===== src/lpmr_pkg.sv =====
// ----------------------------------------------------------------------------
// lpmr_pkg
// Shared types and constants of the log-mel patch mean removal block.
// ----------------------------------------------------------------------------
package lpmr_pkg;

   localparam int VALUE_W = 16;                    // Q7.8 sample and feature width
   localparam int FIDX_W  = 10;                    // feature_index port width
   localparam int CFG_W   = 6;                     // frames_in_use register width
   localparam logic [CFG_W-1:0] FRAMES_RESET = 6'd32;

   localparam logic OP_PUSH  = 1'b0;
   localparam logic OP_FETCH = 1'b1;

   typedef enum logic [3:0] {
      ST_IDLE   = 4'b0001,
      ST_FINISH = 4'b0010,
      ST_DIVIDE = 4'b0100,
      ST_EMIT   = 4'b1000
   } state_type;

   // controller -> datapath
   typedef struct packed {
      logic store;      // write the sample word into the patch and add it to the sum
      logic start_div;  // launch the mean division
      logic emit;       // load the output register and advance the drain position
   } cmd_type;

   // datapath -> controller
   typedef struct packed {
      logic draining;   // patch complete, features being fetched
      logic load_full;  // load count has reached the target
      logic push_fills; // one more push reaches the target
      logic div_done;   // mean is written this cycle
      logic out_free;   // output register can take a word
   } status_type;

endpackage


===== src/lpmr_ctrl.sv =====
// ----------------------------------------------------------------------------
// lpmr_ctrl
// Sequencer: takes request words, starts the mean division, paces emits.
// ----------------------------------------------------------------------------
module lpmr_ctrl (
   input  logic                 clock,
   input  logic                 reset,
   input  logic                 req_valid,
   output logic                 req_ready,
   input  logic                 req_op,
   input  lpmr_pkg::status_type status,
   output lpmr_pkg::cmd_type    cmd
);

   import lpmr_pkg::*;

   state_type state_ff, state_in;
   logic      pend_emit_ff, pend_emit_in;
   logic      accept;
   logic      push;
   logic      fetch;

   always_comb begin
      accept       = req_valid && (state_ff == ST_IDLE);
      push         = accept && (req_op == OP_PUSH);
      fetch        = accept && (req_op == OP_FETCH);
      state_in     = state_ff;
      pend_emit_in = pend_emit_ff;
      cmd.store     = push && !status.draining && !status.load_full;
      cmd.start_div = state_ff == ST_FINISH;
      cmd.emit      = (state_ff == ST_EMIT) && status.out_free;
      case (state_ff)
         ST_IDLE: begin
            if (push && !status.draining && (status.load_full || status.push_fills)) begin
               state_in     = ST_FINISH;
               pend_emit_in = 1'b0;
            end else if (fetch && status.draining) begin
               state_in = ST_EMIT;
            end else if (fetch && status.load_full) begin
               state_in     = ST_FINISH;
               pend_emit_in = 1'b1;
            end
         end
         ST_FINISH: begin
            state_in = ST_DIVIDE;
         end
         ST_DIVIDE: begin
            if (status.div_done) begin
               state_in = pend_emit_ff ? ST_EMIT : ST_IDLE;
            end
         end
         ST_EMIT: begin
            if (status.out_free) begin
               state_in = ST_IDLE;
            end
         end
         default: begin
            state_in = ST_IDLE;
         end
      endcase
   end

   always_ff @(posedge clock) begin
      if (reset) begin
         state_ff     <= ST_IDLE;
         pend_emit_ff <= 1'b0;
      end else begin
         state_ff     <= state_in;
         pend_emit_ff <= pend_emit_in;
      end
   end

   assign req_ready = state_ff == ST_IDLE;

endmodule


===== config.mk =====
export PLATFORM = sky130hd
export DESIGN_NAME = lpmr_ctrl
export DESIGN_NICKNAME = d
export VERILOG_FILES = /design/src/lpmr_pkg.sv /design/src/lpmr_ctrl.sv
export SDC_FILE = /design/constraint.sdc
export NUM_CORES = 1
export LEC_CHECK = 0
export ABC_AREA = 1
export BUFFER_PORTS_ARGS = -buffer_cell sky130_fd_sc_hd__buf_2
export CAP_MARGIN = 20
export CORE_MARGIN = 2
export CORE_UTILIZATION = 25
export CTS_CLUSTER_DIAMETER = 120
export CTS_CLUSTER_SIZE = 8
export DETAILED_ROUTE_END_ITERATION = 10
export PLACE_DENSITY_LB_ADDON = 0.3
export SLEW_MARGIN = 25
export SYNTH_ARGS = -nofsm -noshare
export SYNTH_HDL_FRONTEND = slang
export SYNTH_SLANG_ARGS = --single-unit

===== constraint.sdc =====
create_clock -name clock -period 2.2 [get_ports clock]
set_input_delay 0.11 -clock clock [delete_from_list [all_inputs] [get_ports clock]]
set_output_delay 0.11 -clock clock [all_outputs]
set_load 0.02 [all_outputs]

# Word level (Yosys, flattened, before mapping)
# Cells that the tools add are included.
# totals
regBits	5
latchBits	0
mem_bits_rw	0
romBits	0
input_bits	9
output_inout_bits	4
elab_cells	36
memories	0
# classes
n_addsub	0
n_mul	0
div	0
magnitude_cmp	0
n_eq_ne	8
shifts	0
n_mux	10
bitwise_logic	1
n_reduce_logical	15
# op_table
op	count
4-bit 2-to-1 mux	6
4-bit one-hot mux with 4 select lines	1
1-bit logical AND	9
2-bit inequality test, second input constant	3
3-bit AND reduction	2
4-bit by 1-bit equality test with 1-bit output, second input constant	1
4-bit by 2-bit equality test with 1-bit output, second input constant	1
4-bit by 3-bit equality test with 1-bit output, second input constant	1
4-bit equality test, second input constant	1
4-bit by 1-bit inequality test with 1-bit output, second input constant	1
1-bit 2-to-1 mux	3
1-bit logical NOT	2
2-bit nonzero test	1
1-bit logical OR	1
1-bit inverter	1

# Depth between registers and ports, before layout
# depth
word_depth	8
ltp_mapped	9
mapped_depth_nobuf	9

# Worst setup path before layout
# No wires, ideal clock.
# synth_timing
path_type	flip-flop to output port
start	register state_ff[3]
end	output cmd[2] (netlist name)
t_arrival_ps	1201
t_required_ps	2090
path_slack_ps	889
stages_incl_launch_ff	4
path_buffers	0
path_cell_list	dfxtp_1 nor2_4 nand3_1 nor4_1
# synth_rtl
item	line	source
from (decl)	lpmr_ctrl.sv:17	state_type state_ff, state_in;
from (signal assigned)	lpmr_ctrl.sv:68	state_ff <= state_in;
to (decl)	lpmr_ctrl.sv:12	output lpmr_pkg::cmd_type cmd

==> flow_summary.yaml <==
status:
  status: "finished, final reports clean"
timing:
  slew_viol_final: 0
  finClkSkew_ps: 3.380
  max_slew.worst_pin.slew_ps: 195.2
  rsz0062_at_grt: "no"
  fin_crit_sh_pct: 60.41
  tns_ps: 0
  relSlewSlack_pct: 86.87
  period_needed_ps: 1329
  fmax_ghz: 0.7524
  setup-violations-final: 0
  finalHoldViolations: 0
floorplanning:
  start_util_pct: 27.11
  fp.dieH_um: 42.03
  core_area_um2: 1334
  fp.dieArea_um2: 1767
  io_pins: 13
  fp.dieW_um: 42.03
  rows: 13
critical_path:
  startpoint: "state_ff[3]"
  worst_setup_path_start_kind: "flip-flop"
  rrSetupSlack_ps: 1010
  worst_setup_path_end_kind: "output port"
  reg2reg_from: "state_ff[3]"
  worstPathRequired_ps: 2090
  r2r_cells: 6
  cp.arrival_ps: 1220
  critical_path_class: "flip-flop to output port"
  path_max_fanout: 4
  crit_end: "cmd[2]"
  reg2reg_to: "state_ff[3]"
logic_synthesis:
  synth-simple-area-share_pct: 44.64
  synth_top_cell_area_share_pct: 27.68
  syn_inst: 56
  synth_compound_area_share_pct: 14.19
  synth_flop_cell: "dfxtp_1"
  synth_edf_count: 0
  ys_async_sr_fraction_pct: 0
  synth_area_leader_cell: "dfxtp_1"
  synthTopCellsByArea: "dfxtp_1 (28%), inv_1 (11%), nor2_1 (10%)"
  yosysUniqueCellTypes: 18
  synthMuxAreaShare_pct: 0
  ys_seq_area_share_pct: 27.68
  synth_fp_nets: 65
  netlist_top_cells_count: "inv_1 (11), nor2_1 (10), dfxtp_1 (5), nand2_1 (5), nand3_1 (5)"
  synth-xor-area-share_pct: 0
  synth_top_family_by_area: "simple AND/OR/NAND/NOR gates"
  avgSynthCellArea_um2: 6.457
  synth_adder_area_share_pct: 0
  ys_ff_latch: 5
  yosysWarnings: 0
  netlist_area_um2: 361.6
  yosysMostFrequentCell: "inv_1"
routing:
  finalWirelength_um: 784
  dr.pass1.iters: 4
  drt-initial-drc-count: 5
  wire_per_inst_um: 9.011
  drcViolationCount: 0
  vias: 393
  antenna_left: 0
  viasPerCell: 4.517
pwr:
  power.density_nw_per_um2: 1066
  switching_share_pct: 43.89
  pwr-share-comb_pct: 51.2
  total_power_uw: 497.6
  p_int_uw: 279.2
  irDropWorstVdd_uv: 291.4
  p_clk_share_pct: 21.1
  seq_power_share_pct: 27.8
  leakage_uw: 0.0002474
  p_sw_uw: 218.4
global_route:
  first_global_vias: 351
  grt_pass1_wl_um: 1359
  grt_usage_pct: 10.21
  grt-ovfl-total: 0
  antenna_found_initial: 0
  grt_max_degree: 6
layout:
  layout-drive-gt1-share_pct: 34.72
  diodes: 0
  area_growth_pct: 29.07
  nets: 82
clock_network:
  htree_levels: 1
  clock_path_buffers: 2
  cts_root_buffer: "clkbuf_4"
  postCtsSetupRepairBufs: 0
  clk_latency_ps: 240
  clk_pin_slew_ps: 40
  hold_buffers: 0
  cts_buffers: 3
  cts_resized: 0
  cts_sinks: 5
  cts_tree: "done"
placement:
  dpl.hpwl_um: 658.5
  io_buffers: 12
  routabilityCongestion: 0.7402
min_path:
  hp-class: "primary input to flip-flop"
job:
  drv_cap: 0
-- cells by family (layout without fill, tap and decap cells) --
group           count (synthesis)  in the layout
buf+inv                        13             29
simple gates                   30             30
compound gates                  8              8
flops                           5              5
-- registers in the layout, summed over array words and instances (netlist names) --
signal,flops
pend_emit_ff,1
state_ff,4
-- power by group through the flow --
| stage | sequential (uW) | clock [uW] | combinational [uW] |
|---|---|---|---|
| after global placement | 140 | 0 | 255 |
| after CTS | 138 | 107 | 257 |
| final | 138 | 105 | 255 |
| after detailed placement | 140 | 0 | 257 |
| after floorplan | 134 | 0 | 203 |
| after global routing | 141 | 112 | 288 |
-- cells in the final DEF (no fill, tap or decap), drive strengths merged --
master,Yosys,layout
a21oi,2,2
a31oi,1,1
buf,0,12
clkbuf,0,4
dfxtp,5,5
inv,13,13
nand2,7,7
nand3,7,7
nand4,2,2
nor2,13,13
nor4,1,1
o21a,1,1
o21ai,3,3
o22ai,1,1
-- worst min path at each step --
stage,start,slack [ps],end,depth (start not counted)
floorplan,reset,180,state_ff[1],1
global placement,reset,300,state_ff[1],2
detailed placement,reset,300,state_ff[1],2
CTS,reset,50,state_ff[1],2
global route,reset,50,state_ff[1],2
finish,reset,50,state_ff[1],2
-- worst max-delay path, cell delays in order, from the launching register on --
cell and delay (ps):
dfxtp_1 350, nor2_4 160, nand3_1 120, nor4_1 160, buf_2 200
-- stage by stage --
stage / util [%] / cell area (um^2) / hold slack [ps] / instances / setup WS, ps
2_1_floorplan: - / 361.6 / 182.4 / 56 / 889.2
3_3_place_gp: 33.02 / 440.4 / 299.9 / 83 / 1009
3_5_place_dp: 33.02 / 440.4 / 298.6 / 83 / 1010
4_1_cts: 34.99 / 466.7 / 46.05 / 87 / 863.7
5_1_grt: 34.99 / 466.7 / 49.35 / 87 / 794.8
6_report: 34.99 / 466.7 / 46.10 / 87 / 871.0
-- per-layer routing --
| layer | track usage [%] | vias to the layer above | wire [um] |
|---|---|---|---|
| met2 | 16.25 | 9 | 372 |
| met4 | 7.500 | 0 | 0 |
| met3 | 2.586 | 0 | 28 |
| met5 | 0 | - | 0 |
| li1 | - | 213 | - |
| met1 | 11.72 | 171 | 384 |
-- layout make-up --
cell class / count / area (um^2)
Inverter: 13 / 48.80
Sequential cell: 5 / 100.1
Multi-Input combinational cell: 38 / 212.7
Fill cell: 143 / 867.1
Clock buffer: 4 / 26.28
Timing Repair Buffer: 12 / 60.06
Tap cell: 15 / 18.77
(Power assumes the default switching activity.)
